<file path="src/design/fcull_pkg.sv">
// shared types and constants for the frustum box cull pipeline
package fcull_pkg;

  localparam int PLANE_COUNT_DEF = 6;
  localparam int COORD_W_DEF     = 16;

  localparam int NUM_PLANE_REGS = 6;
  localparam int PLANE_REG_W    = 64;
  localparam int NORM_W         = 16;
  localparam int OFS_W          = 16;
  // offset is Q12.4, products are Q.18, so the offset moves up by 14 bits
  localparam int OFS_SHIFT      = 14;
  localparam int CFG_IDX_W      = 3;

  localparam logic [CFG_IDX_W-1:0] REG_PLANE_NEAR   = 3'd0;
  localparam logic [CFG_IDX_W-1:0] REG_PLANE_FAR    = 3'd1;
  localparam logic [CFG_IDX_W-1:0] REG_PLANE_LEFT   = 3'd2;
  localparam logic [CFG_IDX_W-1:0] REG_PLANE_RIGHT  = 3'd3;
  localparam logic [CFG_IDX_W-1:0] REG_PLANE_TOP    = 3'd4;
  localparam logic [CFG_IDX_W-1:0] REG_PLANE_BOTTOM = 3'd5;

  // first member sits in the top bits: offset 63:48, nz 47:32, ny 31:16, nx 15:0
  typedef struct packed {
    logic signed [OFS_W-1:0]  d;
    logic signed [NORM_W-1:0] nz;
    logic signed [NORM_W-1:0] ny;
    logic signed [NORM_W-1:0] nx;
  } plane_t;

endpackage

</file>
<file path="src/design/fcull_plane_eval.sv">
// one plane: pick the farthest corner per axis, multiply, sum, sign test
module fcull_plane_eval #(
  parameter int COORD_W = fcull_pkg::COORD_W_DEF
) (
  input  logic                      clk,
  input  logic                      en,
  input  fcull_pkg::plane_t         plane,
  input  logic signed [COORD_W-1:0] lo [3],
  input  logic signed [COORD_W-1:0] hi [3],
  output logic                      in_front
);
  import fcull_pkg::*;

  localparam int PROD_W = COORD_W + NORM_W;
  localparam int OFS_SH_W = OFS_W + OFS_SHIFT;
  // three products plus the shifted offset, with headroom
  localparam int SUM_W = (PROD_W + 2 > OFS_SH_W + 2) ? PROD_W + 2 : OFS_SH_W + 2;

  logic signed [NORM_W-1:0]  n   [3];
  logic signed [COORD_W-1:0] sel [3];
  logic signed [PROD_W-1:0]  prod [3];
  logic signed [SUM_W-1:0]   sum;
  logic signed [SUM_W-1:0]   prod_ext [3];
  logic signed [SUM_W-1:0]   ofs_ext;

  assign n[0] = plane.nx;
  assign n[1] = plane.ny;
  assign n[2] = plane.nz;

  // a negative normal reaches its largest distance at the low coordinate
  always_comb begin
    for (int a = 0; a < 3; a++) begin
      sel[a] = n[a][NORM_W-1] ? lo[a] : hi[a];
    end
  end

  always_ff @(posedge clk) begin
    if (en) begin
      for (int a = 0; a < 3; a++) begin
        prod[a] <= n[a] * sel[a];
      end
    end
  end

  always_comb begin
    for (int a = 0; a < 3; a++) begin
      prod_ext[a] = {{(SUM_W-PROD_W){prod[a][PROD_W-1]}}, prod[a]};
    end
    ofs_ext = {{(SUM_W-OFS_SH_W){plane.d[OFS_W-1]}}, plane.d, {OFS_SHIFT{1'b0}}};
  end

  always_ff @(posedge clk) begin
    if (en) begin
      sum <= prod_ext[0] + prod_ext[1] + prod_ext[2] + ofs_ext;
    end
  end

  always_ff @(posedge clk) begin
    if (en) begin
      in_front <= (sum > 0);
    end
  end

endmodule

</file>
<file path="config.mk">
export PLATFORM = sky130hd
export DESIGN_NAME = fcull_plane_eval
export DESIGN_NICKNAME = d
export VERILOG_FILES = /design/src/design/fcull_pkg.sv /design/src/design/fcull_plane_eval.sv
export SDC_FILE = /design/constraint.sdc
export NUM_CORES = 2
export LEC_CHECK = 0
export ABC_AREA = 1
export BUFFER_PORTS_ARGS = -buffer_cell sky130_fd_sc_hd__buf_2
export CAP_MARGIN = 0
export CORE_ASPECT_RATIO = 0.8
export CORE_UTILIZATION = 30
export DETAILED_ROUTE_END_ITERATION = 10
export GPL_TIMING_DRIVEN = 0
export PLACE_DENSITY_LB_ADDON = 0.3
export SYNTH_ARGS = -nofsm -noshare
export SYNTH_HDL_FRONTEND = slang
export SYNTH_SLANG_ARGS = --single-unit
</file>
<file path="constraint.sdc">
create_clock -name clk -period 16.8 [get_ports clk]
set_input_delay 0.84 -clock clk [delete_from_list [all_inputs] [get_ports clk]]
set_output_delay 0.84 -clock clk [all_outputs]
set_load 0.01 [all_outputs]
</file>
==> flow_metrics.env <==
export IMPL_relSlewSlack=0.2800
export IMPL_cp_start_kind="input pin"
export IMPL_yosys_register_bits=131
export IMPL_setup_violations_final=0
export IMPL_crit_fanout=10
export IMPL_worstMarginPinSlew_ns=1.080
export IMPL_cts_setup_buffers=0
export IMPL_grt_usage=0.1735
export IMPL_period_minus_slack_ns=6.982
export IMPL_layout_drive_gt1_share=0.06866
export IMPL_cp_end_kind="register"
export IMPL_required_ns=16.99
export IMPL_yosysWarnings=0
export IMPL_final_cell_mix="inv_1 (1160), nand2_1 (1043), fa_1 (838)"
export IMPL_first_pass_iters=5
export IMPL_synth_distinct_cells=41
export IMPL_place_congestion=0.9634
export IMPL_path_buf_inv=10
export IMPL_grt_first_pass_wirelength_um=174800
export IMPL_hold_path_class="register to register"
export IMPL_cts_resized_gates=0
export IMPL_finalMaxSlewViolations=0
export IMPL_grt_ovfl_total=0
export IMPL_cts_hold_buf=0
export IMPL_via_per_inst=4.519
export IMPL_dieArea_mm2=0.1308
export IMPL_status="finished, final reports clean"
export IMPL_first_global_vias=30680
export IMPL_start_util=0.3036
export IMPL_synthTopCellsByArea="fa_1 (43%), inv_1 (11%), edfxtp_1 (10%)"
export IMPL_cap_viol_max_count=0
export IMPL_ctsLongestPathBuffers=2
export IMPL_synth_nets=5971
export IMPL_drc_errors=0
export IMPL_vias=29720
export IMPL_clk_latency_ns=0.44
export IMPL_avgSynthCellArea_um2=8.288
export IMPL_cpMostUsedCell="inv_1"
export IMPL_drt_iter0_markers=2213
export IMPL_core_mm2=0.1278
export IMPL_fmax_ghz=0.1432
export IMPL_ys_seq_area_frac=0.1014
export IMPL_crit_family="adder cells"
export IMPL_stdcell_area_mm2=0.04226
export IMPL_crit_cells=27
export IMPL_syn_inst=4681
export IMPL_syn_to_final_growth_pct=8.937
export IMPL_utilization=0.3307
export IMPL_dieHeight_um=323.6
export IMPL_fin_nets=6127
export IMPL_htree_levels=4
export IMPL_cp_data_arrival_time_ns=7.17
export IMPL_slowest_delay_ns=0.83
export IMPL_holdPathStages=1
export IMPL_clock_sinks=131
export IMPL_setup_tns_ns=0
export IMPL_clk_pin_slew_ns=0.06
export IMPL_synth_top_cell_area_share=0.4324
export IMPL_ant_nets=0
export IMPL_finalCritPeriodShare=0.4156
export IMPL_syn_area_mm2=0.03880
export IMPL_skew_ns=0.008973
export IMPL_post_drt_wl_per_cell_um=16.57
export IMPL_grt_max_degree=75
export IMPL_hpwl_um=97930
export IMPL_grt_setup_unrepaired="no"
export IMPL_fillers=13600
export IMPL_dieWidth_um=404.1
export IMPL_numPortBuffers=136
export IMPL_reg2regPathDepth=14
export IMPL_fp_row_count=117
export IMPL_cpMaxStageDelayCell="a21oi_1"
export IMPL_yosys_area_top_type="fa_1"
export IMPL_root_buffer="clkbuf_16"
export IMPL_wl_um=108900
export IMPL_finalHoldViolations=0
export IMPL_placed_cell_area_mm2=0.04167
export IMPL_numCtsBuffers=17
export IMPL_final_common_cell="inv_1"
export IMPL_setup_worst_path_class="input pin to register"
export IMPL_antenna_found_initial=10
export IMPL_cts_tree="built"
export IMPL_num_io_pins=163
==> stage by stage <==
step                      instances  worst slack (ns)  hold WS (ns)
after floorplan                4681             10.69        0.5011
after global placement         6542             9.574        0.5252
after detailed placement       6543             9.534        0.5159
after CTS                      6575             9.993        0.5243
after global routing           6576             9.509        0.5342
final                          6576             9.818        0.5201
==> synth_stat cells (all sizes together) <==
| master | instances |
|---|---|
| o21bai | 16 |
| nand3b | 7 |
| nor3b | 1 |
| xnor2 | 10 |
| a21o | 7 |
| inv | 1175 |
| nor3 | 34 |
| a31oi | 2 |
| ha | 290 |
| nor2 | 557 |
| a21oi | 143 |
| clkbuf | 35 |
| and3 | 1 |
| and2 | 7 |
| o211ai | 2 |
| xor2 | 70 |
| buf | 51 |
| nor4 | 6 |
| nand4 | 39 |
| fa | 838 |
| clkinv | 20 |
| edfxtp | 131 |
| o21ai | 46 |
| a21boi | 3 |
| or2 | 4 |
| nand2 | 1066 |
| nand3 | 120 |
==> path summary, 6_finish.rpt <==
path,startpoint,to,slack [ns]
setup reg to reg,prod[0][2],sum[20],13.53
setup / recovery,plane[47],prod[0][91],9.82
hold reg to reg,sum[33],in_front,0.52
hold / removal,sum[33],in_front,0.52
==> worst register-to-register path, delay by kind of cell, from the launching register on <==
| kind | cells | cell delay [ns] |
|---|---|---|
| fa+ha+maj | 4 | 1.52 |
| simple gates | 10 | 0.98 |
| flops | 1 | 0.50 |
==> routing by layer <==
layer	up-vias	track usage	routed length (um)
met1	14610	0.2582	52360
met2	926	0.2530	44490
met3	106	0.04634	10250
met5	-	0	86
li1	14070	-	-
met4	12	0.02828	1738
==> kinds of logic after synthesis <==
group,synth area share
AO/OA/AOI/OAI,0.03419
AND/OR/NAND/NOR,0.1933
XOR/XNOR,0.01806
flip-flops,0.1014
adder cells (fa/ha/maj),0.5259
buffers and inverters,0.1271
==> area by class of cell <==
type                            count  area (um2)  share of cell area
Clock buffer                       17       425.4             0.01007
Antenna cell                        1       2.502          0.00005921
Sequential cell                   131        3934             0.09308
Tap cell                         1725        2158             0.05107
Multi-Input combinational cell   3269       29930              0.7082
Buffer                             86       437.9             0.01036
Clock inverter                     15       166.4            0.003937
Timing Repair Buffer              137       714.4             0.01690
Inverter                         1195        4493              0.1063
==> state kept, by name, summed over array words and instances (netlist names) <==
register,flops
in_front,1
prod,96
sum,34
Power is not shown: default switching activity piles up to over one toggle a cycle in this logic, so the estimate is an artifact.
