==> config.mk <==
export PLATFORM = sky130hd
export DESIGN_NAME = fcull_cfg_regs
export DESIGN_NICKNAME = d
export VERILOG_FILES = /design/src/design/fcull_pkg.sv /design/src/design/fcull_cfg_regs.sv
export SDC_FILE = /design/constraint.sdc
export NUM_CORES = 1
export LEC_CHECK = 0
export BUFFER_PORTS_ARGS = -buffer_cell sky130_fd_sc_hd__buf_2
export CORE_MARGIN = 8
export CORE_UTILIZATION = 46
export CTS_CLUSTER_DIAMETER = 120
export CTS_CLUSTER_SIZE = 16
export DETAILED_ROUTE_END_ITERATION = 8
export PLACE_DENSITY = 0.77
export SLEW_MARGIN = 20
export SYNTH_ARGS = -nofsm -noshare
export SYNTH_HDL_FRONTEND = slang
export SYNTH_SLANG_ARGS = --single-unit
==> constraint.sdc <==
create_clock -name clk -period 2.5 [get_ports clk]
set_input_delay 0.125 -clock clk [delete_from_list [all_inputs] [get_ports clk]]
set_output_delay 0.125 -clock clk [all_outputs]
set_load 0.02 [all_outputs]
==> src/design/fcull_pkg.sv <==
// shared types and constants for the frustum box cull pipeline
package fcull_pkg;

  localparam int PLANE_COUNT_DEF = 6;
  localparam int COORD_W_DEF     = 16;

  localparam int NUM_PLANE_REGS = 6;
  localparam int PLANE_REG_W    = 64;
  localparam int NORM_W         = 16;
  localparam int OFS_W          = 16;
  // offset is Q12.4, products are Q.18, so the offset moves up by 14 bits
  localparam int OFS_SHIFT      = 14;
  localparam int CFG_IDX_W      = 3;

  localparam logic [CFG_IDX_W-1:0] REG_PLANE_NEAR   = 3'd0;
  localparam logic [CFG_IDX_W-1:0] REG_PLANE_FAR    = 3'd1;
  localparam logic [CFG_IDX_W-1:0] REG_PLANE_LEFT   = 3'd2;
  localparam logic [CFG_IDX_W-1:0] REG_PLANE_RIGHT  = 3'd3;
  localparam logic [CFG_IDX_W-1:0] REG_PLANE_TOP    = 3'd4;
  localparam logic [CFG_IDX_W-1:0] REG_PLANE_BOTTOM = 3'd5;

  // first member sits in the top bits: offset 63:48, nz 47:32, ny 31:16, nx 15:0
  typedef struct packed {
    logic signed [OFS_W-1:0]  d;
    logic signed [NORM_W-1:0] nz;
    logic signed [NORM_W-1:0] ny;
    logic signed [NORM_W-1:0] nx;
  } plane_t;

endpackage

==> src/design/fcull_cfg_regs.sv <==
// plane register file written through the configuration channel
module fcull_cfg_regs (
  input  logic                                clk,
  input  logic                                rst,
  input  logic                                cfg_valid,
  output logic                                cfg_ready,
  input  logic [fcull_pkg::CFG_IDX_W-1:0]     cfg_index,
  input  logic [fcull_pkg::PLANE_REG_W-1:0]   cfg_data,
  output fcull_pkg::plane_t                   planes [fcull_pkg::NUM_PLANE_REGS]
);
  import fcull_pkg::*;

  plane_t plane_reg [NUM_PLANE_REGS];

  assign cfg_ready = 1'b1;

  always_ff @(posedge clk) begin
    if (rst) begin
      for (int i = 0; i < NUM_PLANE_REGS; i++) begin
        plane_reg[i] <= '0;
      end
    end else if (cfg_valid && cfg_ready) begin
      unique case (cfg_index)
        REG_PLANE_NEAR:   plane_reg[0] <= plane_t'(cfg_data);
        REG_PLANE_FAR:    plane_reg[1] <= plane_t'(cfg_data);
        REG_PLANE_LEFT:   plane_reg[2] <= plane_t'(cfg_data);
        REG_PLANE_RIGHT:  plane_reg[3] <= plane_t'(cfg_data);
        REG_PLANE_TOP:    plane_reg[4] <= plane_t'(cfg_data);
        REG_PLANE_BOTTOM: plane_reg[5] <= plane_t'(cfg_data);
        default: ;
      endcase
    end
  end

  always_comb begin
    for (int i = 0; i < NUM_PLANE_REGS; i++) begin
      planes[i] = plane_reg[i];
    end
  end

  a_near_write: assert property (@(posedge clk) disable iff (rst)
    cfg_valid && cfg_ready && cfg_index == REG_PLANE_NEAR
    |=> plane_reg[0] == plane_t'($past(cfg_data)))
    else $error("near plane write not stored");

  a_bottom_write: assert property (@(posedge clk) disable iff (rst)
    cfg_valid && cfg_ready && cfg_index == REG_PLANE_BOTTOM
    |=> plane_reg[5] == plane_t'($past(cfg_data)))
    else $error("bottom plane write not stored");

  a_bad_index: assert property (@(posedge clk) disable iff (rst)
    cfg_valid && cfg_ready && cfg_index > REG_PLANE_BOTTOM
    |=> $stable(plane_reg[0]) && $stable(plane_reg[5]))
    else $error("write beyond register list changed a plane");

endmodule

==> metrics.md, run 1 <==
| Metric | Value |
|---|---|
| Status | finished clean |
| Fin area | between 15,000 and 20,000 µm² |
| Die Height | roughly 190 µm |
| Synth Cell Area | about 15,000 µm² |
| Share of layout cells above drive strength 1 | 0.383 |
| Number of placement rows | 65 |
| TritonCTS Buffers | 27 |
| CTS clock-pin slew for the worst setup and hold paths | 0.07 ns |
| #FFs+latches synth | about 380 |
| Boundary pin count | 455 |
| Total congestion overflow | 0 |
| DRC Markers | 0 |
| Initial core utilization | 0.463 |
| Switching power as a share of total power | 0.252 |
| Amount of wire on met2 after detailed routing | 21,300 µm |
| Share of power burned in registers | 0.577 |
| Areal power density over the cells | between 700 and 800 nW/µm² |
| Element type at the critical path start | flip-flop |
| Fraction of the yosys area taken by sequential cells | 0.793 |
| Required time of the critical path | between 2 and 2.5 ns |
| Final worst-path cycle share | 0.508 |
| Hpwl dp | around 28,000 µm |
| Data arrival time at the worst-slack endpoint | between 1 and 1.5 ns |
| Combinational power share | 0.130 |
| Layout Area Growth over Synthesis | 27.1% |
| Unrepaired setup endpoints after global routing | false |
| Final nets | approximately 1,400 |
| Max FO, Critical Path | 1 |
| Number of max-cap violations | 0 |
| Simple-gate area share of the yosys netlist | 0.169 |
| End of the critical path | planes[307] |
| Slew Limit Fails | 0 |
| Peak ir drop on the vdd network | approximately 0.00053 V |
| Starting DRC count in detailed routing | around 660 |
| Length of routed met3 wiring | roughly 4200 µm |
| DRT met1 WL | around 16,000 µm |
| Cell Count Post-Placement | approximately 1,700 |
| Final core utilization | 0.589 |
| Worst path cell trace | buf_2 |
| DRT Wirelength | 43,000 µm |
| Final weighted congestion of routability-driven global placement | 0.788 |
| # diodes | 0 |
| Library cell with the largest summed area after synthesis | sky130_fd_sc_hd__edfxtp_1 |
| Total routing resource utilization after global routing | 0.217 |
| Htree depth | 1 |
| Filler cell count | 2,347 |
| CP endpoint kind | output port |
| Critical path class | reg -> out |
| Synthesized net count | 938 |
| Switching power summed over all nets | between 3000 and 4000 µW |
| Cell with the largest stage delay on the worst path | sky130_fd_sc_hd__edfxtp_1 |
| Hold Crit Class | in -> reg |
| Worst slew pin tran | between 0.6 and 0.7 ns |
| Vias in the first global route | between 9,000 and 10,000 |
| Minimum clock period | approximately 1.3 ns |
| Cell Area, Placed | between 15,000 and 20,000 µm² |
| Arithmetic-cell share of the synthesized area counting full adders, half adders and majority gates | 0 |
| Synthesized-area fraction occupied by xor and xnor cells | 0 |
| Buffers & Inverters on Critical Path | 1 |
| Wire per inst | 24.6 µm |
| Crit path depth | 1 |
| Max-Slew Margin vs Limit | 0.574 |
| Leak | 0.00866 µW |
| Number of instances in the synthesized netlist | approximately 870 |
| Total negative setup slack | 0 ns |
| Topmost layer with routed signal wires | met5 |
| Hold violation total from the final report | 0 |
| Mux share of post-synthesis cell area | 0 |
| Largest family of logic cells by synthesized area | simple AND/OR/NAND/NOR gates |
| Library cells used by synthesis | 16 |
| Die width | between 150 and 200 µm |
| Warnings, synthesis | 0 |
| Biggest cell delay along the critical path | approximately 0.42 ns |
| Start point of the worst hold path | cfg_data[3] |
| Sink count of the clock tree | 384 |
| Max Clock Freq | about 800 MHz |
| Post-CTS Setup Repair Bufs | 0 |
| Source of the critical timing path | plane_reg[1][51] |
| Post-CTS resize count | 0 |
| Post-route ant nets | 0 |
| Syn avg cell area | roughly 17 µm² |
| Setup Viol. Count Final | 0 |
| Clk buf depth | 3 |
| Clock tree from TritonCTS | done |
| Count of TritonRoute iterations in the first routing pass | 5 |
| Compound-gate portion of the synthesized area | 0.00327 |
| Family of cells with the greatest summed delay on the critical path | flip-flops |
| Top-area cell type share of the netlist area | 0.793 |
| Synth area leaders | sky130_fd_sc_hd__edfxtp_1 (79%), sky130_fd_sc_hd__and3_1 (17%), sky130_fd_sc_hd__buf_6 (1.2%), sky130_fd_sc_hd__clkbuf_1 (1.1%), sky130_fd_sc_hd__buf_4 (0.72%) |
| Die footprint | between 30,000 and 40,000 µm² |
| Root buffer cell | sky130_fd_sc_hd__clkbuf_16 |
| First-pass GRT wire length | 63,500 µm |
| Number of flip-flops in the largest register | between 300 and 400 |
| Clock share of power | 0.293 |
| Port-buffer cells | roughly 450 |
| Antenna violations before repair | 1 |
| Maximum number of pins on one net before global-route repair | ~130 |
| Floorplan Core Area | between 30,000 and 40,000 µm² |
| Vias post-DR | 9,727 |
| Internal cell power | about 10000 µW |
| Final Instance Count excl. Fillers | around 1,800 |
| Post-DR vias/cell | 5.55 |
-- worst min-delay path by stage --
| stage | to | slack, ns | depth (start not counted) |
|---|---|---|---|
| finish | plane_reg[4][3] | 0.04 | 2 |
| global route | plane_reg[5][3] | 0.02 | 2 |
| CTS | plane_reg[4][3] | 0.01 | 2 |
| detailed placement | plane_reg[5][16] | 0.50 | 2 |
| global placement | plane_reg[1][62] | 0.48 | 2 |
| floorplan | plane_reg[0][0] | 0.35 | 1 |
-- cell usage after synthesis --
master	n
sky130_fd_sc_hd__a21o_1	4
sky130_fd_sc_hd__a31o_2	2
sky130_fd_sc_hd__and2_1	1
sky130_fd_sc_hd__and2b_1	1
sky130_fd_sc_hd__and3_1	384
sky130_fd_sc_hd__and3b_1	1
sky130_fd_sc_hd__buf_2	4
sky130_fd_sc_hd__buf_4	14
sky130_fd_sc_hd__buf_6	15
sky130_fd_sc_hd__clkbuf_1	41
sky130_fd_sc_hd__clkbuf_2	12
sky130_fd_sc_hd__conb_1	1
sky130_fd_sc_hd__edfxtp_1	384
sky130_fd_sc_hd__nor2_1	1
sky130_fd_sc_hd__nor2b_1	2
sky130_fd_sc_hd__nor3b_4	1
-- cells in the final DEF (no fill, tap or decap), types with 2 or more instances in the layout --
master                          count
sky130_fd_sc_hd__buf_2            453
sky130_fd_sc_hd__and3_1           384
sky130_fd_sc_hd__edfxtp_1         384
sky130_fd_sc_hd__dlygate4sd3_1     63
sky130_fd_sc_hd__clkbuf_16         27
sky130_fd_sc_hd__buf_4             16
sky130_fd_sc_hd__buf_12             9
sky130_fd_sc_hd__a21o_4             4
sky130_fd_sc_hd__a31o_4             2
-- power groups by stage --
| stage | Combinational [µW] | Sequential (µW) | Clock [µW] |
|---|---|---|---|
| 2_1_floorplan | 286 | 8340 | 0 |
| 3_3_place_gp | 1620 | 7750 | 0 |
| 3_5_place_dp | 1640 | 7770 | 0 |
| 4_1_cts | 1720 | 7630 | 3940 |
| 5_1_grt | 1790 | 7660 | 4140 |
| 6_report | 1720 | 7630 | 3870 |
-- area by class of cell --
cell class / count / area (µm²) / area share
tap: 402 / 503 / 0.0272
sequential: 384 / 11500 / 0.624
clock buffer: 27 / 676 / 0.0365
timing repair buffer: 541 / 3200 / 0.173
multi-input combinational: 398 / 2580 / 0.140
-- logic make-up (layout without fill, tap and decap cells) --
kind of cell	after synthesis	count (layout)
buf+inv	86	568
compound gates	6	6
other cells	1	1
flops	384	384
simple gates	391	391
-- metal layers --
layer	global-route usage	vias to the layer above
met5	0	-
met4	0.0795	2
met3	0.0618	89
met2	0.375	561
met1	0.256	4796
li1	-	4279
-- per-stage QoR --
stage | power [µW] | hold WS, ns | setup slack (ns)
final | 13200 | 0.0395 | 1.23
after global routing | 13600 | 0.0244 | 1.19
after CTS | 13300 | 0.0122 | 1.20
after detailed placement | 9410 | 0.496 | 0.743
after global placement | 9380 | 0.484 | 0.837
after floorplan | 8630 | 0.348 | 0.155
-- timing repair --
item / 4_1_cts / 5_1_grt
hold buffers: 63 / 0
endpoints found under the hold margin: 348 / 0
setup endpoints to repair: 0 / 0
(Power assumes the default switching activity.)
==> inputs of run 2 (changes only) <==
Settings changed: CORE_UTILIZATION 46 to 51, PLACE_DENSITY 0.77 to 0.81.
Clock period 2.5 ns to 1.2 ns, I/O delays scaled along.
==> run 2 against run 1 <==
  * The flow now finishes with violations (negative setup slack)
  * Final cell count is 0.80% higher
  * Combinational power is 130% higher
  * Core utilization is 8.9 points higher
  * Non-clock buffer count is 31 higher
  * Die area is 9.0% lower
  * Via count is 3.1% higher
  * Sequential cell count stayed put
  * Power is 110% higher
  * Wire length is 2.8% higher
  * First-iteration DRC count is 11% higher
  * Clock power is 110% higher
  * Sequential power is 110% higher
==> metrics.md, run 2 (synthesis gave the netlist of run 1 again) <==
| Metric | Value |
|---|---|
| Clk buf depth | 3 |
| Die footprint | 34,200 µm² |
| Family of cells with the greatest summed delay on the critical path | flip-flops |
| Total congestion overflow | 0 |
| Element type at the critical path start | flip-flop |
| Number of flip-flops in the largest register | roughly 380 |
| Htree depth | 1 |
| CTS clock-pin slew for the worst setup and hold paths | 0.08 ns |
| Antenna violations before repair | 2 |
| Final weighted congestion of routability-driven global placement | around 0.82 |
| Leak | about 0.0090 µW |
| Vias in the first global route | roughly 10,000 |
| Final Instance Count excl. Fillers | about 1,800 |
| Sink count of the clock tree | 384 |
| Worst slew pin tran | 0.557 ns |
| Boundary pin count | roughly 460 |
| Cell Count Post-Placement | roughly 1,700 |
| Hold violation total from the final report | 0 |
| DRT Wirelength | approximately 44,000 µm |
| Post-route ant nets | 0 |
| First-pass GRT wire length | about 63,000 µm |
| Peak ir drop on the vdd network | ~0.0014 V |
| Clock tree from TritonCTS | done |
| Max Clock Freq | 821 MHz |
| Floorplan Core Area | between 20,000 and 30,000 µm² |
| Max-Slew Margin vs Limit | 0.629 |
| Worst path cell trace | buf_6 |
| CP endpoint kind | output port |
| Number of placement rows | 62 |
| Cell with the largest stage delay on the worst path | sky130_fd_sc_hd__edfxtp_1 |
| Post-DR vias/cell | 5.68 |
| Most common library cell in the layout ignoring fill and taps | sky130_fd_sc_hd__buf_2 |
| Final nets | around 1,500 |
| Worst setup margin | -0.0177 ns |
| Count of TritonRoute iterations in the first routing pass | 5 |
| Starting DRC count in detailed routing | 735 |
| Root buffer cell | sky130_fd_sc_hd__clkbuf_16 |
| Post-CTS Setup Repair Bufs | 0 |
| Source of the critical timing path | plane_reg[1][20] |
| Areal power density over the cells | between 1000 and 1500 nW/µm² |
| Share of layout cells above drive strength 1 | 0.397 |
| Hold Crit Class | in -> reg |
| Slew Limit Fails | 0 |
| Initial core utilization | 0.512 |
| Die width | ~180 µm |
| Data arrival time at the worst-slack endpoint | about 1.2 ns |
| Total routing resource utilization after global routing | 0.244 |
| Setup Viol. Count Final | 3 |
| DRC Markers | 0 |
| Worst hold margin | between 0.2 and 0.25 ns |
| Minimum clock period | roughly 1.2 ns |
| Wire per inst | between 20 and 30 µm |
| Status | finished, violations left |
| Max FO, Critical Path | 1 |
| TritonCTS Buffers | 27 |
| Failing checks | negative setup slack |
| Hpwl dp | 29,300 µm |
| Biggest cell delay along the critical path | ~0.44 ns |
| Layout Area Growth over Synthesis | 32.2% |
| Maximum number of pins on one net before global-route repair | 68 |
| Total chip power | about 28,000 µW |
| Unrepaired setup endpoints after global routing | true |
| Required time of the critical path | roughly 1.1 ns |
| Critical path class | reg -> out |
| Start point of the worst hold path | cfg_index[0] |
| Port-buffer cells | approximately 450 |
| Most used cells in the layout excluding fill and tap cells | sky130_fd_sc_hd__buf_2 (396), sky130_fd_sc_hd__and3_1 (384), sky130_fd_sc_hd__edfxtp_1 (384) |
| Final worst-path cycle share | 1.01 |
| Number of max-cap violations | 0 |
| Vias post-DR | between 10,000 and 15,000 |
| Buffers & Inverters on Critical Path | 1 |
| Die Height | roughly 180 µm |
run 2: cell types whose count changed in the layout (fill, tap and decap cells not counted), moves of 14 or more:
cell / before / now
sky130_fd_sc_hd__buf_12: 9 / 23
sky130_fd_sc_hd__buf_2: 453 / 396
sky130_fd_sc_hd__buf_4: 16 / 32
sky130_fd_sc_hd__buf_6: 0 / 56
run 2: layer usage:
metal	global-route usage	routed length, µm	vias up
li1	-	-	4343
met1	0.292	15300	4883
met2	0.421	22100	674
met3	0.0537	4830	130
met4	0.109	2000	0
met5	0	0	-
run 2: path summary, 6_finish.rpt:
path,to,slack [ns],depth (start not counted)
min,plane_reg[2][58],0.22,4
max,planes[276],-0.02,1
run 2: stage by stage:
step / TNS, ns / instance area [µm²] / utilization / worst slack, ns
after floorplan: -27.66 / 14700 / - / -0.193
after global placement: -7.43 / 17600 / 0.619 / -0.0792
after detailed placement: -17.37 / 17600 / 0.619 / -0.162
after CTS: -0.156 / 19000 / 0.669 / -0.0291
after global routing: -0.593 / 19200 / 0.678 / -0.0474
final: -0.0378 / 19200 / 0.678 / -0.0177
run 2: final cells by class:
type,instances,area [µm²]
Sequential cell,384,11500
Timing Repair Buffer,572,3960
Tap cell,384,480
Multi-Input combinational cell,398,2590
Antenna cell,1,2.50
Clock buffer,27,676
Fill cell,1875,9150
run 2: power breakdown:
| group | total, µW | internal, µW | switching, µW | leakage [µW] |
|---|---|---|---|---|
| Clock | 8070 | 3960 | 4110 | 0.000333 |
| Combinational | 3890 | 1270 | 2610 | 0.00494 |
| Sequential | 15900 | 15600 | 306 | 0.00371 |
run 2: what timing repair did:
| item | 4_1_cts | 5_1_grt |
|---|---|---|
| endpoints found under the hold margin | 384 | 0 |
| hold buffers | 64 | 0 |
| cloned | 0 | 0 |
| setup endpoints to repair | 19 | 60 |
| resized for setup | 38 | 81 |
